===== src/rtl/core/ocls_ram.sv =====
module ocls_ram #(
    parameter int W     = 13,
    parameter int DEPTH = 181,
    parameter int AW    = (DEPTH > 1) ? $clog2(DEPTH) : 1
) (
    input  logic          i_clk,
    input  logic          i_we,
    input  logic [AW-1:0] i_waddr,
    input  logic [W-1:0]  i_wdata,
    input  logic [AW-1:0] i_raddr,
    output logic [W-1:0]  o_rdata
);
    logic [W-1:0] r_mem [DEPTH];
    logic [W-1:0] r_rdata;

    always_ff @(posedge i_clk) begin
        if (i_we) begin
            r_mem[i_waddr] <= i_wdata;
        end
        r_rdata <= r_mem[i_raddr];
    end

    assign o_rdata = r_rdata;
endmodule


===== config.mk =====
export PLATFORM = sky130hd
export DESIGN_NAME = ocls_ram
export DESIGN_NICKNAME = d
export VERILOG_FILES = /design/src/rtl/core/ocls_ram.sv
export SDC_FILE = /design/constraint.sdc
export NUM_CORES = 2
export LEC_CHECK = 0
export BUFFER_PORTS_ARGS = -buffer_cell sky130_fd_sc_hd__buf_2
export CORE_ASPECT_RATIO = 0.5
export CORE_MARGIN = 3
export CORE_UTILIZATION = 50
export CTS_BUF_LIST = sky130_fd_sc_hd__clkbuf_8
export DETAILED_ROUTE_END_ITERATION = 7
export PLACE_DENSITY = 0.68
export SLEW_MARGIN = 0
export SYNTH_ARGS = -nofsm -noshare
export SYNTH_HDL_FRONTEND = slang
export SYNTH_SLANG_ARGS = --single-unit

===== constraint.sdc =====
create_clock -name i_clk -period 2.2 [get_ports i_clk]
set_input_delay 0.11 -clock i_clk [delete_from_list [all_inputs] [get_ports i_clk]]
set_output_delay 0.11 -clock i_clk [all_outputs]
set_load 0.02 [all_outputs]

# == Word level (Yosys, flattened, before mapping) ==
# Memory sizes are Yosys's and may differ from the RTL's. A register that Yosys moved wholly into a read port is not among the register bits.
# Index checks and enable logic that the tools add are counted.
# word_totals
elab_cells,3
mem_count,1
out_inout_bits,13
in_bits,31
ramBits,2353
regBits,0
# classes
muxes,2
# memory_table
memory,words,word_bits,rd,rd_ports_with_merged_regs,wr,line_no,rtl
r_mem,181,13,1,1,1,13,logic [W-1:0] r_mem [DEPTH];
# op_table
cell,n
two-way mux 1 bit,2

# == Logic depth before layout (Yosys ltp) ==
# depth
depth_word,2
depth_mapped,12
ltp_nobuf,6

# == Worst setup path after synthesis ==
# OpenSTA, ideal clock, no wires.
# synth_timing
path_type,input to register
start,input port i_waddr[0]
end,"memory r_mem[113][0], enable pin"
t_required_ns,1.800
path_stages,5
n_path_buf,2
path_slack_ns,0.081
setup_time_ns,0.400
t_arrival_ns,1.719
path_cell_list,clkbuf_1 -> nor2b_1 -> clkbuf_1 -> nand2_1 -> nor3_1
# synth_rtl
item,line_no,rtl
start: declaration,8,"input logic [AW-1:0] i_waddr,"
end: declaration,13,
# Straight into the memory's write port.

==> results.cfg <==
[placed_design]
dp.cells = 7272
placed_cell_area_mm2 = 0.102
dp_slack_ps = -1160
port_buffers = 43
place.gp.congestion = 0.936
post-dp-hpwl_mm = 156

[pwr]
p_leak_nw = 35.7
internal_power_mw = 66.9
p_sw_share_pct = 22.6
irDropWorstVdd_uv = 471
seq_power_share_pct = 57.5
powerDensity_mw_per_mm2 = 801
switchingPower_mw = 19.6
p_total_mw = 86.5
clkPwrFrac_pct = 36.1
comb_power_share_pct = 6.4

[logic_synthesis]
synth_edf_count = 2353
netlist_instances = 4286
yosysTopAreaCellShare_pct = 77.1
synth.most_common_cell = edfxtp_1
yosysUniqueCellTypes = 51
synth-async-reset-ratio_pct = 0
netlist_area_mm2 = 0.0916
avgSynthCellArea_um2 = 21.4
yosysSeqAreaShare_pct = 77.4
synth_area_leaders = edfxtp_1 77%, mux4_2 11%, mux2i_1 3.2%
yosysWarnings = 0
ys_seq_elements = 2366
syn-num-nets = 4317
ys.flop_type = edfxtp_1
synth_common_cells = 2353 x edfxtp_1, 436 x mux4_2, 291 x mux2i_1
yosys.area.top_type = edfxtp_1

[cts]
cts_buffers = 330
clkTransAtPathRegs_ps = 70
clock-sinks = 2366
cts_setup_buffers = 0
clockRootBuffer = clkbuf_8
clock_path_buffers = 4
h-tree-depth = 5
clock_latency_ps = 930
cts_tree = done

[routing]
wire_per_inst_um = 30.3
via_per_inst = 6.19
route.detailed.drc = 0
antenna_left = 0
drt_first_iter_violations = 6538
drt-pass1-iter-count = 6
routed_wl_mm = 239
num_vias = 48768

[timing]
rsz0062_at_grt = true
worst_slack_ps = -42.7
post-route-min-period_ps = 2240
setup-tns-final_ps = -53.6
setup_viol = 2
drv_slew = 0
post-route-period-util_pct = 102
finalHoldViolations = 0
slew_headroom_pct = 46.8
skew_ps = 66.3
max_freq_mhz = 446
worst_pin_slew_ps = 797

[status]
status = complete, but fails checks
violations = negative setup slack

[worst_setup_path]
start_kind = register
cp-end-kind = register
path_class = register to register
arrival_ps = 3060
worst_ep_required_time_ps = 3010
worst-path-max-fanout = 1

[floorplan]
start_util_pct = 50.6
rows = 110
ios = 44
dieArea_mm2 = 0.189
core_mm2 = 0.181
fp.dieW_um = 611
die_height_um = 309

[final_layout]
layoutNonFillerInstCount = 7877
fin_area_mm2 = 0.108
synthToLayoutAreaGrowth_pct = 17.9
fin_nets = 5251
fill_cells = 12518
drive_above_1_share_pct = 32.0

[grt]
grt_max_degree = 79
antenna_found_initial = 7
grt_pass1_wl_mm = 343
grt.overflow.total = 0
gr-usage-all-layers_pct = 25.2
grt_pass1_vias = 47893

[job]
cap_violations = 0

[worst_hold_path]
hold_class = input pin to register
-- power groups by stage --
| stage | clock network (mW) | logic, mW | registers (mW) |
|---|---|---|---|
| 5_1_grt | 33.8 | 5.77 | 49.7 |
| 3_3_place_gp | 0 | 5.26 | 50.7 |
| 3_5_place_dp | 0 | 5.36 | 50.7 |
| 2_1_floorplan | 0 | 2.42 | 50.7 |
| 6_report | 31.2 | 5.52 | 49.8 |
| 4_1_cts | 31.7 | 5.46 | 49.8 |
-- placed cells by master, fill, tap and decap left out, types with 41 or more instances in the layout --
master / Yosys / layout
nor2_1: 199 / 197
o21ai_0: 44 / 41
edfxtp_1: 2353 / 2353
inv_1: 4 / 96
mux4_2: 436 / 440
nor3_1: 78 / 60
clkinv_1: 0 / 89
clkbuf_8: 0 / 340
a21oi_1: 107 / 105
buf_4: 24 / 583
a22oi_1: 95 / 86
nand2_1: 59 / 56
mux2i_1: 291 / 291
o221ai_1: 100 / 97
buf_12: 28 / 199
-- cell families (layout without fill, tap and decap cells) --
| family | Yosys count | in the layout | synth area share, % |
|---|---|---|---|
| other | 0 | 5 | 0 |
| muxes | 764 | 764 | 14.8 |
| DFF | 2366 | 2366 | 77.4 |
| and+or+nand+nor | 449 | 449 | 2.25 |
| AOI/OAI and AO/OA | 454 | 454 | 3.49 |
| buffers and inverters | 253 | 1431 | 2.05 |
-- state kept, by name, indices dropped and copies added (netlist names) --
| name | count |
|---|---|
| r_mem | 2353 |
| o_rdata | 13 |
-- through the flow --
step | utilization [%] | hold WS (ps)
after floorplan | - | 209
after global placement | 56.1 | 535
after detailed placement | 56.1 | 539
after CTS | 59.6 | 7.54
after global routing | 59.7 | 100
final | 59.7 | 97.2
-- layout make-up --
| cell class | instances | area, um^2 | share of cell area (%) |
|---|---|---|---|
| flip-flops and latches | 2366 | 70900 | 65.7 |
| multi-input cells | 1667 | 19200 | 17.8 |
| repair buffers | 850 | 8930 | 8.27 |
| clock buffers | 340 | 4680 | 4.33 |
| well taps | 2408 | 3010 | 2.79 |
| clock inverters | 236 | 1170 | 1.09 |
| inverters | 5 | 18.8 | 0.0174 |
| diodes | 5 | 12.5 | 0.0116 |
-- critical path, stage by stage (launching register included) --
cell	delay (ps)
edfxtp_1	360
mux4_2	480
a22o_1	250
a221oi_4	260
o211ai_1	240
nor3_4	470
nor3_2	60
-- repair_timing --
item / in CTS / in global routing
endpoints found under the hold margin: 2602 / 0
resized for setup: 37 / 33
hold buffers: 24 / 0
setup endpoints to repair: 12 / 13
pin swaps: 11 / 9
-- worst paths after layout --
path | start | to | slack, ps | cells after the start
max | r_mem[55][6]$_DFFE_PP_ | o_rdata[6]$_DFF_P_ | -40 | 6
min | i_raddr[2] | o_rdata[1]$_DFF_P_ | 100 | 7
max reg2reg | r_mem[55][6]$_DFFE_PP_ | o_rdata[6]$_DFF_P_ | -40 | 6
min reg2reg | r_mem[180][3]$_DFFE_PP_ | o_rdata[3]$_DFF_P_ | 850 | 4
-- routing by layer --
layer / GRT usage, % / wire length (um)
met1: 36.6 / 95000
met2: 37.8 / 110000
met3: 5.88 / 25600
met4: 9.01 / 8530
met5: 0 / 0
No activity file was read; power rests on OpenSTA's default activity.
