**config.mk**
```make
export PLATFORM = sky130hd
export DESIGN_NAME = ocls_div
export DESIGN_NICKNAME = d
export VERILOG_FILES = /design/src/rtl/core/ocls_pkg.sv /design/src/rtl/core/ocls_div.sv
export SDC_FILE = /design/constraint.sdc
export NUM_CORES = 1
export LEC_CHECK = 0
export ABC_AREA = 1
export BUFFER_PORTS_ARGS = -buffer_cell sky130_fd_sc_hd__buf_4
export CAP_MARGIN = 30
export CORE_UTILIZATION = 38
export DETAILED_ROUTE_END_ITERATION = 7
export GPL_ROUTABILITY_DRIVEN = 0
export GPL_TIMING_DRIVEN = 1
export SYNTH_ARGS = -nofsm -noshare
export SYNTH_HDL_FRONTEND = slang
export SYNTH_SLANG_ARGS = --single-unit
```
**constraint.sdc**
```tcl
create_clock -name i_clk -period 6.1 [get_ports i_clk]
set_input_delay 1.22 -clock i_clk [delete_from_list [all_inputs] [get_ports i_clk]]
set_output_delay 1.22 -clock i_clk [all_outputs]
set_load 0.01 [all_outputs]
```
**src/rtl/core/ocls_pkg.sv**
```systemverilog
package ocls_pkg;

    localparam int ANGLE_BINS_DEF = 181;

    // Fixed field widths.
    localparam int NUM_W  = 26;   // magnitude of a projection numerator
    localparam int DEN_W  = 13;   // accepted depth
    localparam int PROJ_W = 28;   // signed projection numerator and pixel
    localparam int DIST_W = 35;   // signed plane distance in mm Q.14
    localparam int ACC_W  = 25;   // signed bearing accumulator, 2^-16 degree
    localparam int ROT_W  = 35;   // signed rotation vector components
    localparam int CORDIC_STEPS = 16;

    localparam logic [PROJ_W-1:0] FOCAL    = PROJ_W'(925);
    localparam logic [PROJ_W-1:0] CENTER_U = PROJ_W'(640);
    localparam logic [PROJ_W-1:0] CENTER_V = PROJ_W'(360);

    localparam logic signed [DIST_W-1:0] OBST_TH   = DIST_W'(100 * 16384);
    localparam logic signed [DIST_W-1:0] YELLOW_TH = DIST_W'(50 * 16384);
    localparam logic signed [DIST_W-1:0] GROUND_TH = DIST_W'(20 * 16384);

    localparam logic signed [ACC_W-1:0] ANGLE_MAX = ACC_W'(90 * 65536);

    // Point classes.
    localparam logic [2:0] CLS_NONE   = 3'd0;
    localparam logic [2:0] CLS_OBST   = 3'd1;
    localparam logic [2:0] CLS_GRAY   = 3'd2;
    localparam logic [2:0] CLS_YELLOW = 3'd3;
    localparam logic [2:0] CLS_GROUND = 3'd4;

    // Configuration register indexes.
    localparam logic [3:0] REG_PLANE_A  = 4'd0;
    localparam logic [3:0] REG_PLANE_B  = 4'd1;
    localparam logic [3:0] REG_PLANE_C  = 4'd2;
    localparam logic [3:0] REG_OFFSET   = 4'd3;
    localparam logic [3:0] REG_DEPTH_LO = 4'd4;
    localparam logic [3:0] REG_DEPTH_HI = 4'd5;
    localparam logic [3:0] REG_WIDTH    = 4'd6;
    localparam logic [3:0] REG_HEIGHT   = 4'd7;

    // Arctangent of 2^-i in units of 2^-16 degree.
    function automatic logic [21:0] atan_q16(input logic [3:0] i);
        logic [21:0] r;
        case (i)
            4'd0:  r = 22'd2949120;
            4'd1:  r = 22'd1740967;
            4'd2:  r = 22'd919879;
            4'd3:  r = 22'd466945;
            4'd4:  r = 22'd234379;
            4'd5:  r = 22'd117304;
            4'd6:  r = 22'd58666;
            4'd7:  r = 22'd29335;
            4'd8:  r = 22'd14668;
            4'd9:  r = 22'd7334;
            4'd10: r = 22'd3667;
            4'd11: r = 22'd1833;
            4'd12: r = 22'd917;
            4'd13: r = 22'd458;
            4'd14: r = 22'd229;
            4'd15: r = 22'd115;
            default: r = 22'd0;
        endcase
        return r;
    endfunction

endpackage

```
**src/rtl/core/ocls_div.sv**
```systemverilog
module ocls_div
    import ocls_pkg::*;
(
    input  logic             i_clk,
    input  logic             i_rst_n,
    input  logic             i_start,
    input  logic [NUM_W-1:0] i_num,
    input  logic [DEN_W-1:0] i_den,
    output logic             o_done,
    output logic [NUM_W-1:0] o_quo,
    output logic             o_rem_nz
);
    // Restoring division, one quotient bit per cycle.
    logic             r_busy;
    logic             r_done;
    logic [4:0]       r_cnt;
    logic [NUM_W-1:0] r_q;
    logic [DEN_W-1:0] r_rem;
    logic [DEN_W-1:0] r_den;
    logic [DEN_W:0]   rem_sh;
    logic             ge;

    assign rem_sh = {r_rem, r_q[NUM_W-1]};
    assign ge     = rem_sh >= {1'b0, r_den};

    always_ff @(posedge i_clk) begin
        if (!i_rst_n) begin
            r_busy <= 1'b0;
            r_done <= 1'b0;
            r_cnt  <= '0;
        end else begin
            r_done <= 1'b0;
            if (i_start) begin
                r_busy <= 1'b1;
                r_cnt  <= '0;
                r_q    <= i_num;
                r_rem  <= '0;
                r_den  <= i_den;
            end else if (r_busy) begin
                r_rem <= ge ? DEN_W'(rem_sh - {1'b0, r_den}) : rem_sh[DEN_W-1:0];
                r_q   <= {r_q[NUM_W-2:0], ge};
                r_cnt <= r_cnt + 5'd1;
                if (r_cnt == 5'(NUM_W - 1)) begin
                    r_busy <= 1'b0;
                    r_done <= 1'b1;
                end
            end
        end
    end

    assign o_done   = r_done;
    assign o_quo    = r_q;
    assign o_rem_nz = |r_rem;
endmodule

```
# [After elaboration in Yosys (flattened, before gate mapping)]
# Index checks and enable logic that the tools add are counted.
[totals] regBits=59 input_bits=42 output_inout_bits=28 elab_cells=26
[classes] order_cmp=1 muxes=8 n_addsub=2 reduce_logical=6 n_bitwise=2 n_eq_ne=1
[ops] cell="$mux W26" count=2
[ops] cell="$mux W13" count=2
[ops] cell="$ge A14 B13 Y1" count=1
[ops] cell="$reduce_or A13 Y1" count=1
[ops] cell="$sub A13 B13 Y13" count=1
[ops] cell="$add A5 B1 Y5 const B" count=1
[ops] cell="$eq A5 B5 Y1 const B" count=1
[ops] cell="$mux W1" count=4
[ops] cell="$reduce_and A2 Y1" count=2
[ops] cell="$reduce_or A3 Y1" count=1
[ops] cell="$not A1 Y1" count=2
[ops] cell="$reduce_bool A2 Y1" count=1
[ops] cell="$reduce_or A2 Y1" count=1

# [Longest topological paths before layout]
[logic_depth] ltp_word=4 depth_mapped=14 ltp_nobuf=14

# [Least setup slack after synthesis]
# OpenSTA, ideal clock, no wires.
[synth_path] path_kind="input to register" from="input port i_rst_n" to="register r_q[0] (netlist: o_quo[0]) (enable)" required_time_ns=5.702 setup_slack_ns=3.560 setup_ns=0.398 stages=2 t_arrival_ns=2.143 n_path_buf=0 path_cell_list="nand2_1 -> nand2_1"
[synth_via] elab_chain_cells=1
[synth_lines] item="start: declaration" line="ocls_div.sv:5" rtl="input logic i_rst_n,"
[synth_lines] item="$reduce_and A2 Y1 (no line)"
[synth_lines] item="end signal: assignment" line="ocls_div.sv:36" rtl="r_q <= i_num;"
[synth_lines] item="end signal: assignment" line="ocls_div.sv:41" rtl="r_q <= {r_q[NUM_W-2:0], ge};"
[synth_lines] item="end: declaration" line="ocls_div.sv:17" rtl="logic [NUM_W-1:0] r_q;"
# Every way passes these cells.
# A chain may end at the register's enable or synchronous reset.

# [Worst setup path in the final report]
[layout_path] from="register r_rem[3]" to="output port o_rem_nz"
[layout_via] elab_chain_cells=1
[layout_lines] item="start: declaration" line="ocls_div.sv:18" rtl="logic [DEN_W-1:0] r_rem;"
[layout_lines] item="start signal: assignment" line="ocls_div.sv:40" rtl="r_rem <= ge ? DEN_W'(rem_sh - {1'b0, r_den}) : rem_sh[DEN_W-1:0];"
[layout_lines] item="$reduce_or A13 Y1" line="ocls_div.sv:53" rtl="assign o_rem_nz = |r_rem;"
[layout_lines] item="end: declaration" line="ocls_div.sv:11" rtl="output logic o_rem_nz"
# Every way passes these cells.

==> results.md <==
* Status: complete, no violations
* Tmin final at 2.79 ns
* H-tree Lvls at 3
* Vias per cell at 4.67
* Skew final at between 0.007 and 0.008 ns
* Crit path max fanout at 3
* PwrDens at 284 nW/um^2
* Post-CTS Hold Fix Bufs at 0
* Hold Crit Depth at 1
* Worst setup path class: reg2out
* Final setup TNS at 0 ns
* Reg2reg path depth at 14
* Hold Path End: r_cnt[4]
* Synth-to-layout area growth at 23.2%
* Post-Syn Area at 3530 um^2
* FF-to-FF Start: o_quo[25]
* Multi-input gate area at 1530 um^2
* Clock transition at path regs at 0.07 ns
* Drt drc at 0
* R2R Setup Slk at around 3.7 ns
* Full die area at 9680 um^2
* Largest net degree at the start of global routing at 41
* Final setup fails at 0
* ANT nets after route at 0
* RSZ-0062 raised after global routing: false
* Synth cell types at between 40 and 50
* Drt first pass iters at 4
* Diodes inserted at 0
* CP Capture Type: output port
* M1 WL at 3640 um
* Worst rel slew slack at 57.5%
* Iter 0 DRT Violations at 210
* Number of global-route vias before repair at 2,792
* First-pass GRT wire length at 13,100 um
* Syn_nets at ~470
* GRT Util Overall at 17.3%
* Critical Path AT at between 1.5 and 2 ns
* CTS tree: yes
* Clk_lat worst skew at 0.33 ns
* Die width at slightly below 100 um
* Clock root cell: clkbuf_8
* Placement Cell Area at 4130 um^2
* Final hold vios at 0
* Reg-to-reg endpoint: r_rem[8]
* DR vias at 2,771
* Highest metal used: met4
* Met3 WL at 377 um
* Crit path launch: r_rem[3]
* Port Buffer Count at 69
* MaxCap Viol Count at 0
* Hold WC Path Type: reg2reg
* Met2 routed wirelength at between 3000 and 4000 um
* Clk sinks at 59
* Hold Path Origin: r_cnt[4]
* Finished Core Util at 49.2%
* I/O Pins at 70
* CTS Buf Count at 9
* Deepest clock path buffer count at 2
* Required @ worst endpoint at 4.88 ns
* Peak Freq at between 300 and 400 MHz
* Final Instance Area at roughly 4400 um^2
* Peak VDD IR at around 120 uV
* Period utilization at 45.7%
* Post-synthesis sequential area ratio at 48.2%
* Core ar. at 8850 um^2
* Fin nets at 538
* Worst Setup Start Kind: flip-flop
* Worst Max-Slew Pin Slew at between 0.6 and 0.7 ns
* Syn Area/Cell at 8.68 um^2
* Syn Inst Count at 407
* FILL cells at 864
* Leakage power total at 2.11 nW
* Row count at 34
* Starting density of the core at 39.9%
* Die H at 98.4 um
* Share of post-route cells with drive strength above 1 at 27.2%
* Total grt overflow at 0
* Synth warn at 0
* Slew Limit Fails at 0
* Final WL at 7720 um
* Register area at 1700 um^2
* Mean routed wirelength per cell at between 10 and 15 um
* Post-cts sizing count at 0
* Initial antenna violation count at 0
* Flops & latches, synth at 59
* Post-CTS setup buffers at 0
* HPWL Detailed at 5830 um
## critical path, cell delays in order, from the launching register on
cell and delay (ns):
edfxtp_1 0.46, nor4_1 0.41, nand4_1 0.19, buf_4 0.19
## worst max path at each step
stage	endpoint	slack, ns	cells past startpoint
detailed placement	r_cnt[4]	3.25	6
floorplan	o_quo[0]	3.56	2
global route	o_rem_nz	3.21	3
global placement	r_cnt[4]	3.29	6
CTS	o_rem_nz	3.26	3
finish	o_rem_nz	3.31	3
## final cells by class
| type | count | area share [%] |
|---|---|---|
| clock buffer | 15 | 5.06 |
| clock inverter | 1 | 0.144 |
| inverter | 58 | 5.15 |
| multi-input combinational | 281 | 35.2 |
| sequential | 59 | 39.1 |
| tap | 108 | 3.11 |
| timing repair buffer | 71 | 12.2 |
## kinds of logic after synthesis
family	count (synthesis)	share of synthesized area, %
AO/OA/AOI/OAI	16	3.26
AND/OR/NAND/NOR	244	33.0
flip-flops	59	48.2
adder cells (fa/ha/maj)	16	5.88
buffers and inverters	67	8.47
XOR/XNOR	5	1.24
## where the power goes
group / internal [mW] / switching [mW] / total (mW)
clock network: 0.234 / 0.154 / 0.388
logic: 0.130 / 0.203 / 0.333
registers: 0.490 / 0.0274 / 0.517
total: 0.853 / 0.384 / 1.24
## cells in the mapped netlist (all sizes together)
master,count,area [um^2]
fa,1,20.0
clkbuf,4,25.0
o21a,2,15.0
xnor2,2,17.5
a21oi,5,28.8
inv,55,206
o21ai,6,48.8
a211oi,1,7.51
nand3,24,188
xor2,3,26.3
nand3b,2,15.0
nand4,7,43.8
nor2,27,153
ha,15,188
nand2,174,706
buf,5,50.1
edfxtp,52,1560
or2,1,6.26
and2,1,6.26
a31oi,1,6.26
a21o,1,8.76
dfxtp,7,140
nor4,4,25.0
nor3,3,15.0
clkinv,3,17.5
nor3b,1,7.51
## metrics by stage
step	setup WS, ns	hold WS, ns	std cells	power [mW]
final	3.31	0.504	593	1.24
after global routing	3.21	0.538	593	1.32
after CTS	3.26	0.499	593	1.25
after detailed placement	3.25	0.482	577	0.859
after global placement	3.29	0.488	577	0.854
after floorplan	3.56	0.463	407	0.763
## layer usage
layer,track usage [%],vias to the layer above
met2,27.7,65
li1,-,1447
met3,4.61,8
met5,0,-
met4,5.63,0
met1,22.9,1251
## flip-flops by register name, summed over array words and instances, names as in the netlist
register and cells:
r_busy 1, o_done 1, o_quo 26, r_cnt 5
r_den 13, r_rem 13
## layout by cell type, fill, tap and decap left out, types with 2 or more instances in the layout
cell and instances:
dfxtp_1 7, xnor2_1 2, nor3_1 3, a21oi_1 4, clkbuf_16 3, clkbuf_1 2, clkbuf_8 10, ha_1 15
edfxtp_1 52, nor2_4 3, o21a_1 2, nor2_2 5, nor2_1 18, inv_2 4, nand3_2 11, nor4_1 4
nand2_2 9, nand2_1 161, xor2_1 3, nand3b_1 2, inv_1 51, buf_4 71, o21ai_2 5, nand3_1 12
nand4_1 7, nand2_4 4
Power figures use the tool's default switching activity.
