`src/rtl/core/ocls_pkg.sv`:
```
package ocls_pkg;

    localparam int ANGLE_BINS_DEF = 181;

    // Fixed field widths.
    localparam int NUM_W  = 26;   // magnitude of a projection numerator
    localparam int DEN_W  = 13;   // accepted depth
    localparam int PROJ_W = 28;   // signed projection numerator and pixel
    localparam int DIST_W = 35;   // signed plane distance in mm Q.14
    localparam int ACC_W  = 25;   // signed bearing accumulator, 2^-16 degree
    localparam int ROT_W  = 35;   // signed rotation vector components
    localparam int CORDIC_STEPS = 16;

    localparam logic [PROJ_W-1:0] FOCAL    = PROJ_W'(925);
    localparam logic [PROJ_W-1:0] CENTER_U = PROJ_W'(640);
    localparam logic [PROJ_W-1:0] CENTER_V = PROJ_W'(360);

    localparam logic signed [DIST_W-1:0] OBST_TH   = DIST_W'(100 * 16384);
    localparam logic signed [DIST_W-1:0] YELLOW_TH = DIST_W'(50 * 16384);
    localparam logic signed [DIST_W-1:0] GROUND_TH = DIST_W'(20 * 16384);

    localparam logic signed [ACC_W-1:0] ANGLE_MAX = ACC_W'(90 * 65536);

    // Point classes.
    localparam logic [2:0] CLS_NONE   = 3'd0;
    localparam logic [2:0] CLS_OBST   = 3'd1;
    localparam logic [2:0] CLS_GRAY   = 3'd2;
    localparam logic [2:0] CLS_YELLOW = 3'd3;
    localparam logic [2:0] CLS_GROUND = 3'd4;

    // Configuration register indexes.
    localparam logic [3:0] REG_PLANE_A  = 4'd0;
    localparam logic [3:0] REG_PLANE_B  = 4'd1;
    localparam logic [3:0] REG_PLANE_C  = 4'd2;
    localparam logic [3:0] REG_OFFSET   = 4'd3;
    localparam logic [3:0] REG_DEPTH_LO = 4'd4;
    localparam logic [3:0] REG_DEPTH_HI = 4'd5;
    localparam logic [3:0] REG_WIDTH    = 4'd6;
    localparam logic [3:0] REG_HEIGHT   = 4'd7;

    // Arctangent of 2^-i in units of 2^-16 degree.
    function automatic logic [21:0] atan_q16(input logic [3:0] i);
        logic [21:0] r;
        case (i)
            4'd0:  r = 22'd2949120;
            4'd1:  r = 22'd1740967;
            4'd2:  r = 22'd919879;
            4'd3:  r = 22'd466945;
            4'd4:  r = 22'd234379;
            4'd5:  r = 22'd117304;
            4'd6:  r = 22'd58666;
            4'd7:  r = 22'd29335;
            4'd8:  r = 22'd14668;
            4'd9:  r = 22'd7334;
            4'd10: r = 22'd3667;
            4'd11: r = 22'd1833;
            4'd12: r = 22'd917;
            4'd13: r = 22'd458;
            4'd14: r = 22'd229;
            4'd15: r = 22'd115;
            default: r = 22'd0;
        endcase
        return r;
    endfunction

endpackage

```
`src/rtl/core/ocls_cordic.sv`:
```
module ocls_cordic
    import ocls_pkg::*;
(
    input  logic        i_clk,
    input  logic        i_rst_n,
    input  logic        i_start,
    input  logic [12:0] i_z,
    input  logic [15:0] i_ax,
    output logic        o_done,
    output logic [6:0]  o_deg
);
    // Vectoring rotation, one step per cycle, angle accumulated in 2^-16 degree.
    logic                    r_busy;
    logic                    r_done;
    logic [3:0]              r_i;
    logic signed [ROT_W-1:0] r_cx;
    logic signed [ROT_W-1:0] r_cy;
    logic signed [ACC_W-1:0] r_acc;
    logic signed [ROT_W-1:0] cy_neg;
    logic signed [ACC_W-1:0] step_ang;
    logic signed [ACC_W-1:0] clamped;
    logic [ACC_W-1:0]        rounded;

    assign cy_neg   = -r_cy;
    assign step_ang = $signed(ACC_W'(atan_q16(r_i)));

    always_ff @(posedge i_clk) begin
        if (!i_rst_n) begin
            r_busy <= 1'b0;
            r_done <= 1'b0;
            r_i    <= '0;
        end else begin
            r_done <= 1'b0;
            if (i_start) begin
                r_busy <= 1'b1;
                r_i    <= '0;
                r_cx   <= $signed({8'd0, i_z, 14'd0});
                r_cy   <= $signed({5'd0, i_ax, 14'd0});
                r_acc  <= '0;
            end else if (r_busy) begin
                if (!r_cy[ROT_W-1]) begin
                    r_cx  <= r_cx + (r_cy >>> r_i);
                    r_cy  <= r_cy - (r_cx >>> r_i);
                    r_acc <= r_acc + step_ang;
                end else begin
                    r_cx  <= r_cx + (cy_neg >>> r_i);
                    r_cy  <= r_cy + (r_cx >>> r_i);
                    r_acc <= r_acc - step_ang;
                end
                r_i <= r_i + 4'd1;
                if (r_i == 4'(CORDIC_STEPS - 1)) begin
                    r_busy <= 1'b0;
                    r_done <= 1'b1;
                end
            end
        end
    end

    always_comb begin
        if (r_acc < 0) begin
            clamped = '0;
        end else if (r_acc > ANGLE_MAX) begin
            clamped = ANGLE_MAX;
        end else begin
            clamped = r_acc;
        end
        rounded = ACC_W'($unsigned(clamped) + ACC_W'(32768));
    end

    assign o_done = r_done;
    assign o_deg  = rounded[22:16];
endmodule

```
`config.mk`:
```
export PLATFORM = sky130hd
export DESIGN_NAME = ocls_cordic
export DESIGN_NICKNAME = d
export VERILOG_FILES = /design/src/rtl/core/ocls_pkg.sv /design/src/rtl/core/ocls_cordic.sv
export SDC_FILE = /design/constraint.sdc
export NUM_CORES = 1
export LEC_CHECK = 0
export BUFFER_PORTS_ARGS = -buffer_cell sky130_fd_sc_hd__buf_4
export CAP_MARGIN = 20
export CORE_ASPECT_RATIO = 0.5
export CORE_MARGIN = 3
export CORE_UTILIZATION = 45
export DETAILED_ROUTE_END_ITERATION = 10
export PLACE_DENSITY = 0.58
export SLEW_MARGIN = 20
export SYNTH_ARGS = -nofsm -noshare
export SYNTH_HDL_FRONTEND = slang
export SYNTH_SLANG_ARGS = --single-unit
```
`constraint.sdc`:
```
create_clock -name i_clk -period 8.2 [get_ports i_clk]
set_input_delay 1.64 -clock i_clk [delete_from_list [all_inputs] [get_ports i_clk]]
set_output_delay 1.64 -clock i_clk [all_outputs]
set_load 0.02 [all_outputs]
```
## Word-level counts from Yosys, hierarchy flattened

Memories as Yosys holds them, arrays and structs flattened. A register that Yosys moved wholly into a read port is not among the register bits.
Index checks and enable logic that the tools add are counted.

- Input bits: 32
- ROM bits: 352
- Bits in registers: 101
- Logic and storage cells: 46
- Memories kept: 1

- Order comparisons: 2
- Reductions and logical operators: 4
- Shifts and indexed selects: 3
- Add/sub/neg operators: 9
- Muxes and demuxes: 16
- Bitwise logic cells: 2
- Equality and inequality tests: 1

Memories:

| name | words | bits a word | read ports | clocked after Yosys merged registers in | write ports | RTL line | text |
|---|---|---|---|---|---|---|---|
| (name not given) | 16 | 22 | 1 | 1 | 0 | ocls_pkg.sv:44 | `case (i)` |

Operators by type and width:

| kind | count |
|---|---|
| $mux 35 | 4 |
| $add 35x35->35 | 3 |
| $sshr 35x4->35 | 3 |
| $mux 25 | 2 |
| $mux 23 | 2 |
| $neg 35->35 | 1 |
| $sub 35x35->35 | 1 |
| $mux 30 | 1 |
| $mux 27 | 1 |
| $add 25x23->25 | 1 |
| $gt 25x24->1 const B | 1 |
| $lt 25x1->1 const B | 1 |
| $sub 25x23->25 | 1 |
| $add 23x16->23 const B | 1 |
| $mux 4 | 2 |
| $add 4x1->4 const B | 1 |
| $eq 4x4->1 const B | 1 |
| $mux 1 | 4 |
| $reduce_or 3->1 | 1 |
| $not 1->1 | 2 |
| $reduce_and 2->1 | 1 |
| $reduce_bool 2->1 | 1 |
| $reduce_or 2->1 | 1 |

## Longest topological paths before layout

Gate-level depths: netlist of the first run.

- Depth after elaboration: 6
- Gate-level depth with buffers: 31

## Worst setup path before layout of the first run

Ideal clock, no wire load.

- Path type: reg2reg
- Start point: register r_i[0]
- End point: register r_cy[33], data pin
- Setup slack: 1.749 ns
- Stages on the path, launching flop included: 31
- Required time: 7.940 ns
- Arrival time: 6.191 ns
- Clock period less this slack: 6.451 ns
- Buffers on the path: 8
- Library setup time: 0.260 ns
- Cells stage by stage: dfxtp_1 -> buf_2 -> buf_1 -> clkbuf_1 -> clkbuf_1 -> buf_1 -> buf_1 -> nand2_1 -> nand3_1 -> a21oi_1 -> a21oi_1 -> ha_1 -> inv_1 -> a2111oi_0 -> a22o_1 -> nand2_1 -> nor4b_4 -> and4_1 -> buf_2 -> nor2_1 -> xnor2_1 -> ha_1 -> clkbuf_1 -> a211o_1 -> a21oi_1 -> o21ai_0 -> a31oi_1 -> o21ai_0 -> a31o_2 -> a31oi_1 -> mux2_2

- Longest elaborated chain between the ends: 4
- Elaborated cells between the ends (all ways): 5

Ends and longest elaborated chain:

| what | RTL line | text |
|---|---|---|
| from (decl) | ocls_cordic.sv:15 | `logic [3:0] r_i;` |
| from (signal assigned) | ocls_cordic.sv:50 | `r_i <= r_i + 4'd1;` |
| $sshr 35x4->35 (*) | ocls_cordic.sv:43, ocls_cordic.sv:47 |  |
| $sub 35x35->35 or $add 35x35->35 (tied branches) | ocls_cordic.sv:43, ocls_cordic.sv:47 |  |
| $mux 35 (*) | ocls_cordic.sv:41 | `if (!r_cy[ROT_W-1]) begin` |
| $mux 35 (*) | ocls_cordic.sv:40 | `end else if (r_busy) begin` |
| to (signal assigned) | ocls_cordic.sv:38 | `r_cy <= $signed({5'd0, i_ax, 14'd0});` |
| to (signal assigned) | ocls_cordic.sv:43 | `r_cy <= r_cy - (r_cx >>> r_i);` |
| to (signal assigned) | ocls_cordic.sv:47 | `r_cy <= r_cy + (r_cx >>> r_i);` |
| to (decl) | ocls_cordic.sv:17 | `logic signed [ROT_W-1:0] r_cy;` |

Mark *: on every way between the ends. The rest lies on a longest branch, timed or not. The select of a mux whose other input is x is not followed.
A chain may end at the register's enable or synchronous reset.

## Worst setup path after layout of the first run

- Start point: register r_i[1]
- End point: register r_cy[33], data pin

Same word-level chain as after synthesis.

==> qor.yml, run 1 <==
placement:
  place.gp.congestion: 0.914
  pre_cts_slack_ps: 1690
  placedInstanceArea_um2: 15500
  hpwl_um: 34700
  port_buffers: 39
timing:
  fin_ws_ps: 1620
  hold_violations: 0
  rsz0062_at_grt: "false"
  slew_violations: 0
  setup_viol_count_final: 0
  worst_slew_pin_slew_ps: 827
  relSlewSlack_pct: 44.9
  fmax_mhz: 152
  min_period_ps: 6580
  fin_setup_tns_ps: 0
  fin_crit_sh_pct: 80.2
  clock_skew_ps: 13.6
global_route:
  antenna_found_initial: 0
  grt_pass1_vias: 13100
  grt_max_degree: 78
  grt_use_total_pct: 25.9
  grt_pass1_wl_um: 73000
  overflow: 0
synthesis:
  synthSimpleGateAreaFrac_pct: 19.0
  synthCells: 1802
  synth_area_leaders: "edfxtp_1 (19%), ha_1 (8.7%), mux4_2 (6.1%), xnor2_1 (5.8%), nor2_1 (5.2%)"
  synth_top_area_cell: "edfxtp_1"
  synth-seq-cells: 123
  synthFlopType: "edfxtp_1"
  synth.most_common_cell: "nor2_1"
  synth_xor_area_share_pct: 9.21
  yosysSeqAreaShare_pct: 22.7
  syn-num-nets: 1941
  synth_cell_types: 89
  yosys-mux-area-fraction_pct: 13.1
  synth_area_um2: 15000
  synth_top_area_share_pct: 19.0
  synth_warnings: 0
  netlist_top_cells_count: "nor2_1 (210), nand2_1 (160), a21oi_1 (139)"
  post_synth.cell_area_avg_um2: 8.34
  synth_edf_count: 95
  async_flop_share_pct: 0
  synth_adder_area_share_pct: 9.06
  synth_compound_gate_area_share_pct: 22.7
  synth_top_family_by_area: "compound AO/OA/AOI/OAI gates"
cts:
  cts-root-buf: "clkbuf_16"
  clock_path_buffers: 2
  cts_inserted_buffers: 17
  postCtsSetupBuffers: 0
  htree_levels: 4
  cts_tree: "yes"
  cts_resized: 0
  clk_latency_ps: 460
  ctsHoldBuffers: 0
  clk_pin_slew_ps: 70
  clock-sinks: 123
layout:
  antenna_cells: 0
  multiInputGateArea_um2: 11000
  drive_gt1_share_pct: 10.6
  nNetsFinal: 1913
  regArea_um2: 3420
  fin_area_um2: 16100
  area.growth.synth_to_final_pct: 6.94
  fillCellCount: 3096
route:
  num_vias: 13800
  totalWireLength_um: 46000
  wl_per_cell_um: 20.7
  drtIter0Drc: 1640
  ant_nets: 0
  avgViaCountPerCell: 6.24
  first_pass_iters: 6
  drc: 0
critical_path:
  reg2reg_from: "r_i[1]"
  crit_path_end_kind: "register"
  cp-startpoint: "r_i[1]"
  reg2reg_to: "r_cy[33]"
  r2r_cells: 21
  endpoint: "r_cy[33]"
  rrSetupSlack_ps: 1620
  cp_max_fo: 32
  cp.required_ps: 8410
  cp-start-kind: "register"
  cp.arrival_ps: 6790
  critical_path_class: "register to register"
power:
  p_total_mw: 6.83
  power_density_nw_per_um2: 425
  power_leakage_nw: 6.53
  ir_worst_vdd_uv: 185
status:
  status: "finished clean"
floorplan:
  pin_count: 40
  initial_core_util_pct: 46.5
  dieArea_um2: 35700
  die_width_um: 264
  coreArea_um2: 32300
  floorplan.rows: 46
  die_h_um: 135
flow_run:
  cap_violations: 0
hold_path:
  hold_class: "register to register"
==> metrics by stage <==
| stage | hold slack, ps | instances | util [%] |
|---|---|---|---|
| 4_1_cts | 569 | 2219 | 49.8 |
| 3_5_place_dp | 559 | 2187 | 48.1 |
| 2_1_floorplan | 654 | 1802 | - |
| 3_3_place_gp | 549 | 2187 | 48.1 |
| 6_report | 565 | 2219 | 49.8 |
| 5_1_grt | 602 | 2219 | 49.8 |
==> cells by family after synthesis <==
group           count (synthesis)
simple gates                  597
compound gates                527
mux                           140
buf+inv                       150
xor+xnor                      158
fa+ha+maj                     107
flops                         123
==> cell usage in the layout, fill, tap and decap left out, types with 36 or more instances in the layout <==
cell,instances
nor2_1,210
xor2_1,59
o21ai_0,112
mux4_2,41
a21oi_1,139
mux2i_1,72
xnor2_1,99
a21o_1,66
inv_1,49
nand2_1,160
edfxtp_1,95
nor3_1,36
buf_4,49
ha_1,104
==> layout make-up <==
| class | instances | area share [%] |
|---|---|---|
| well taps | 432 | 3.36 |
| multi-input cells | 1529 | 68.4 |
| inverters | 54 | 1.26 |
| clock inverters | 9 | 0.366 |
| flip-flops and latches | 123 | 21.3 |
| repair buffers | 49 | 2.29 |
| clock buffers | 23 | 3.04 |
==> worst max-delay path, stage by stage (launching register included) <==
cell and delay, ps:
dfxtp_4 690, mux4_2 650, mux2_2 310, a21oi_1 220, ha_1 200, inv_1 50
a2111oi_0 370, a22o_1 270, nand2_1 100, nor4b_4 360, and4_1 380, nor2_1 80
xnor2_1 270, ha_1 370, a211o_1 290, a21oi_1 400, o21ai_0 190, a31oi_1 220
o21ai_0 110, a31o_2 250, a31oi_1 190, mux2_2 350
==> routing by layer <==
layer  share of wire, %  track usage [%]  up-vias  routed length (um)
met2                 43             39.9      509               19900
li1                   -                -     6644                   -
met5                  0                0        -                   0
met1                 49             38.1     6628               22400
met3                6.7             3.65       66                3100
met4                1.5             6.98        0                 702
==> power by group <==
group          internal [mW]  leakage, nW  switching, mW
logic                   2.06         5.09           2.76
clock network          0.421        0.279          0.328
registers              0.965         1.15          0.297
total                   3.45         6.53           3.39
==> how the worst min path moves through the flow <==
stage / from / to / cells past startpoint
detailed placement: r_i[3] / o_done / 2
global placement: r_i[3] / o_done / 2
floorplan: r_cx[0] / r_cx[0] / 2
global route: r_i[3] / o_done / 2
CTS: r_i[3] / o_done / 2
finish: r_i[3] / o_done / 2
==> flip-flops by register name, summed over array words and instances (netlist names) <==
signal and flops:
o_done 1, r_acc 25, r_busy 1, r_cx 35, r_cy 35, r_i 4, step_ang 22
Note: power is estimated with default switching activity, not from simulation.
==> run 2: changes to the inputs <==
ABC_AREA = 1   (was not set)
PLACE_DENSITY = 0.6   (was 0.58)
clock period = 5.59 ns   (was 8.2 ns; I/O delays follow)
==> run 2 against run 1 <==
Against the previous run: synthesized cell count up 42%; die area up 5.2%; register-to-register slack worse by 1000 ps; sequential share of layout area down 1.3 points; final cell count up 36%; critical endpoint is now r_cy[30].
==> qor.yml, run 2 <==
status:
  status: "finished clean"
route:
  drtIter0Drc: 1998
  totalWireLength_um: 56000
  avgViaCountPerCell: 5.73
  drc: 0
  wl_per_cell_um: 18.5
  ant_nets: 0
  num_vias: 17300
  first_pass_iters: 6
synthesis:
  netlist_top_cells_count: "nand2_1 (674), nand3_1 (405), nor2_1 (242)"
  async_flop_share_pct: 0
  synth_cell_types: 55
  syn-num-nets: 2694
  synth_top_area_cell: "edfxtp_1"
  synth_top_area_share_pct: 18.0
  synth.most_common_cell: "nand2_1"
  synth_area_leaders: "edfxtp_1 (18%), nand2_1 (16%), nand3_1 (13%), ha_1 (8.2%), nor2_1 (5.7%)"
  synthFlopType: "edfxtp_1"
  synth_area_um2: 15800
  post_synth.cell_area_avg_um2: 6.20
  yosysSeqAreaShare_pct: 21.6
  synth-seq-cells: 123
  synth_edf_count: 95
  synth_warnings: 0
  synthCells: 2555
timing:
  worst_slew_pin_slew_ps: 885
  slew_violations: 0
  fmax_mhz: 199
  setup_viol_count_final: 0
  fin_setup_tns_ps: 0
  hold_violations: 0
  rsz0062_at_grt: "false"
  fin_crit_sh_pct: 89.7
  clock_skew_ps: 13.7
  relSlewSlack_pct: 41.0
  min_period_ps: 5010
hold_path:
  hold_class: "register to register"
  hold_start: "r_busy"
  holdPathEnd: "o_done"
  hold_depth: 2
floorplan:
  initial_core_util_pct: 46.7
  dieArea_um2: 37600
  coreArea_um2: 33900
  die_h_um: 139
  pin_count: 40
  floorplan.rows: 47
  die_width_um: 271
layout:
  final_cells: 3026
  top_regs: "r_cx: 35 flops, r_cy: 35 flops, r_acc: 25 flops"
  mostFrequentLayoutCell: "nand2_1"
  area.growth.synth_to_final_pct: 8.09
  nNetsFinal: 2687
  drive_gt1_share_pct: 7.58
  mostFrequentLayoutCells: "nand2_1 (674), nand3_1 (405), nor2_1 (242), inv_1 (231), a21oi_1 (173)"
  antenna_cells: 0
power:
  power_density_nw_per_um2: 380
  ir_worst_vdd_uv: 174
  power_leakage_nw: 7.97
critical_path:
  reg2reg_to: "r_cy[30]"
  cp-startpoint: "r_i[0]"
  rrSetupSlack_ps: 580
  reg2reg_from: "r_i[0]"
  cp_max_fo: 50
  crit_path_end_kind: "register"
  cp-start-kind: "register"
  critical_path_class: "register to register"
  r2r_cells: 25
  cp.required_ps: 5810
  cp.arrival_ps: 5240
cts:
  postCtsSetupBuffers: 0
  ctsHoldBuffers: 0
  clk_pin_slew_ps: 70
  clock-sinks: 123
  cts_resized: 0
  cts-root-buf: "clkbuf_16"
  clk_latency_ps: 470
  clock_path_buffers: 2
  cts_inserted_buffers: 17
  htree_levels: 4
  cts_tree: "yes"
placement:
  hpwl_um: 43900
  dp_cells: 2994
  place.gp.congestion: 0.951
  port_buffers: 39
global_route:
  grt_use_total_pct: 29.1
  antenna_found_initial: 0
  grt_pass1_vias: 15900
  overflow: 0
  grt_pass1_wl_um: 86600
  grt_max_degree: 74
flow_run:
  cap_violations: 0
[run 2: cell count changes after synthesis, sizes merged, moves of 19 or more]
| cell | before | now |
|---|---|---|
| nand2 | 160 | 696 |
| nand3 | 31 | 419 |
| nand4 | 3 | 22 |
| nor2b | 23 | 0 |
| a21oi | 139 | 174 |
| mux2 | 26 | 0 |
| and2 | 22 | 1 |
| inv | 52 | 240 |
| mux4 | 42 | 0 |
| a21o | 66 | 15 |
| nor2 | 215 | 255 |
| o21ai | 113 | 171 |
| xnor2 | 99 | 30 |
| mux2i | 72 | 1 |
[run 2: worst max-delay path by stage]
stage / end
global placement: r_cy[30]
detailed placement: r_cy[30]
CTS: r_cy[30]
finish: r_cy[30]
floorplan: r_acc[0]
global route: r_cx[19]
[run 2: stage by stage]
stage / setup slack, ps / util [%] / total power, mW / instance area (um^2) / hold WS (ps)
after floorplan: 891 / - / 4.19 / 15800 / 525
after detailed placement: 710 / 48.7 / 5.19 / 16500 / 629
final: 576 / 50.5 / 6.51 / 17100 / 644
after global routing: 197 / 50.5 / 7.08 / 17100 / 685
after global placement: 731 / 48.7 / 5.19 / 16500 / 629
after CTS: 678 / 50.5 / 6.45 / 17100 / 637
[run 2: area by class of cell]
class	count	area, um^2
Multi-Input combinational cell	2105	11100
Clock buffer	21	514
Sequential cell	123	3420
Inverter	240	903
Timing Repair Buffer	61	483
Clock inverter	11	104
Tap cell	465	582
Fill cell	3628	16800
[run 2: critical path, stage by stage, from the launching register on]
cell     delay, ps
dfxtp_2        350
inv_4          470
nand2_1        160
nand3_1        140
nand3_1        110
nand2_1        110
nand2_1         60
nand2_2        150
inv_1          100
ha_1           230
nand3_2        110
nor2_4          60
nand2_1         90
nand2_1         70
xnor2_1        150
inv_1           70
ha_1           340
nand2_1        110
nor2_1         150
nand4_1        160
o21ai_0        550
a21oi_1        250
o21ai_0        370
nand2_1        160
a21oi_1        170
nor2_1          60
[run 2: power breakdown]
group	internal (mW)	switching, mW
sequential	1.20	0.182
clock	0.680	0.567
combinational	1.31	2.57
total	3.19	3.32
[run 2: cells by family (layout without fill, tap and decap cells)]
logic type	Yosys count	after routing	share of synthesized area, %
XOR/XNOR	77	77	4.26
flip-flops	123	123	21.6
buffers and inverters	327	333	8.34
AND/OR/NAND/NOR	1457	1457	40.5
multiplexers	1	1	0.0632
AO/OA/AOI/OAI	463	463	16.7
adder cells (fa/ha/maj)	107	107	8.60
[run 2: metal layers]
metal | wire length, um | global-route usage (%) | vias to the layer above
met3 | 4410 | 6.31 | 68
li1 | - | - | 8658
met5 | 0 | 0 | -
met4 | 1300 | 7.84 | 0
met1 | 26000 | 40.6 | 8011
met2 | 24300 | 45.5 | 600
==> run 3: changes to the inputs <==
ABC_AREA = not set   (was 1)
==> run 3 against run 2 <==
Against the previous run: die area is 4.9% lower; non-clock buffer count increased by 147; clock power decreased by 9.6%; cell area increased by 3.8%; critical endpoint is now r_cy[33]; final cell count fell by 21%; largest power group unchanged; critical path depth stayed put.
==> qor.yml, run 3 (same netlist as run 1, synthesis figures left out) <==
status:
  status: "finished clean"
timing:
  worst_slew_pin_slew_ps: 779
  fmax_mhz: 185
  setup_viol_count_final: 0
  min_period_ps: 5390
  fin_ws_ps: 199
  relSlewSlack_pct: 48.0
  slew_violations: 0
  clock_skew_ps: 19.2
  rsz0062_at_grt: "true"
  hold_violations: 0
  fin_crit_sh_pct: 96.4
critical_path:
  cp-start-kind: "register"
  cp-startpoint: "r_cx[12]"
  critPathMaxStageDelay_ps: 550
  cp.depth: 25
  reg2reg_from: "r_cx[12]"
  cp_slowest_cell: "mux4_2"
  reg2reg_to: "r_cy[33]"
  cp_num_buf_inv: 3
  cpMostUsedCell: "nor2_2"
  critical_path_class: "register to register"
  cp_max_fo: 6
  crit_family: "compound AO/OA/AOI/OAI gates"
  r2r_cells: 25
  endpoint: "r_cy[33]"
  crit_path_end_kind: "register"
  rrSetupSlack_ps: 200
  cp.required_ps: 5780
  cp.arrival_ps: 5580
layout:
  top_regs: "r_cx: 35 flops, r_cy: 35 flops, r_acc: 25 flops"
  regArea_um2: 3420
  fillCellCount: 3042
  mostFrequentLayoutCells: "nor2_1 (204), buf_4 (200), nand2_1 (159), a21oi_1 (124), ha_1 (102)"
  mostFrequentLayoutCell: "nor2_1"
  area.growth.synth_to_final_pct: 18.3
  antenna_cells: 0
  multiInputGateArea_um2: 11400
  drive_gt1_share_pct: 21.4
  nNetsFinal: 2072
route:
  ant_nets: 0
  num_vias: 14300
  drc: 0
  first_pass_iters: 5
  wl_per_cell_um: 19.3
  totalWireLength_um: 46000
  drtIter0Drc: 1529
  avgViaCountPerCell: 6.03
cts:
  clk_latency_ps: 450
  clock_path_buffers: 2
  htree_levels: 4
  cts_inserted_buffers: 17
  clock-sinks: 123
  cts_tree: "yes"
  clk_pin_slew_ps: 60
  cts-root-buf: "clkbuf_16"
  ctsHoldBuffers: 0
flow_run:
  cap_violations: 0
floorplan:
  die_h_um: 135
  die_width_um: 264
  initial_core_util_pct: 46.5
  floorplan.rows: 46
  pin_count: 40
  dieArea_um2: 35700
  coreArea_um2: 32300
global_route:
  grt_max_degree: 68
  antenna_found_initial: 0
  grt_pass1_vias: 13100
  overflow: 0
  grt_pass1_wl_um: 72100
  grt_use_total_pct: 25.6
placement:
  pre_cts_slack_ps: -96.9
  place.gp.congestion: 0.921
  port_buffers: 39
  hpwl_um: 35300
power:
  power_density_nw_per_um2: 637
  power_leakage_nw: 7.43
  p_comb_share_pct: 75.0
  seq_power_share_pct: 15.1
  intPower_mw: 5.97
  switching_power_mw: 5.35
  clkPwrFrac_pct: 10.0
  p_sw_share_pct: 47.2
  ir_worst_vdd_uv: 273
  p_total_mw: 11.3
hold_path:
  hold_class: "register to register"
==> run 3: cell types whose count changed in the layout (fill, tap and decap cells not counted), sizes merged, moves of 35 or more <==
cell	before	now
a21o	15	66
xnor2	30	99
buf	61	208
mux2i	1	72
mux4	0	42
nor2	255	215
nand3	419	31
o21ai	171	113
inv	249	57
nand2	696	160
a21oi	174	139
==> run 3: stage by stage <==
| step | hold WS, ps | setup TNS, ps | util [%] | cell area [um^2] | std cells |
|---|---|---|---|---|---|
| after detailed placement | 703 | -223 | 51.7 | 16700 | 2337 |
| after global placement | 696 | 0 | 51.7 | 16700 | 2337 |
| after CTS | 715 | 0 | 53.6 | 17300 | 2369 |
| final | 718 | 0 | 55.0 | 17800 | 2378 |
| after floorplan | 654 | 0 | - | 15100 | 1802 |
| after global routing | 762 | -228 | 55.0 | 17800 | 2378 |
==> run 3: worst reg2reg max path: stages (launching register included) <==
cell       delay (ps)
edfxtp_1          470
mux4_2            550
nor2_2            140
nor2_2             60
nand2_1            60
o21a_1            160
ha_2              220
inv_4              50
a2111oi_4         180
a22o_1            230
nand2_2            70
nor4b_4           320
buf_4             190
and4_4            230
buf_6             110
a21oi_1            70
xnor2_1           290
ha_1              320
a21o_1            200
a21oi_2           130
o21bai_2          100
a31oi_1           170
o21ai_1            70
a31o_2            260
a31oi_4           190
mux2_4            310
==> run 3: routing by layer <==
metal  GRT usage [%]  up-vias  share of wire (%)
met5               0        -                  0
met1            38.1     6889                 50
met2            38.2      426                 42
met3            5.10       47                6.7
met4            5.72        0                1.5
li1                -     6987                  -
==> run 3: how the worst min path moves through the flow <==
stage,endpoint,cells past startpoint,slack (ps),startpoint
after floorplan,r_cx[0],2,650,r_cx[0]
after global placement,o_done,2,700,r_busy
after detailed placement,o_done,2,700,r_busy
after CTS,o_done,2,710,r_busy
after global routing,o_done,2,760,r_busy
final,r_acc[0],2,720,step_ang[0]
==> run 3: power groups by stage <==
| stage | Sequential, mW | Combinational (mW) | Clock (mW) |
|---|---|---|---|
| final | 1.70 | 8.48 | 1.13 |
| after detailed placement | 1.70 | 7.82 | 0 |
| after floorplan | 1.63 | 5.55 | 0 |
| after CTS | 1.69 | 7.92 | 1.15 |
| after global routing | 1.74 | 9.32 | 1.19 |
| after global placement | 1.70 | 7.79 | 0 |
==> run 3: repair_timing <==
action / 4_1_cts / 5_1_grt
gates cloned: 0 / 0
pin swaps: 1 / 34
resized for setup: 10 / 91
endpoints found under the setup margin: 8 / 30
buffers inserted: 0 / 9
==> run 3: cell type report <==
class	instances	area share, %
timing repair buffer	208	9.10
clock inverter	10	0.423
clock buffer	22	2.85
tap	432	3.04
multi-input combinational	1529	64.2
inverter	54	1.15
sequential	123	19.3
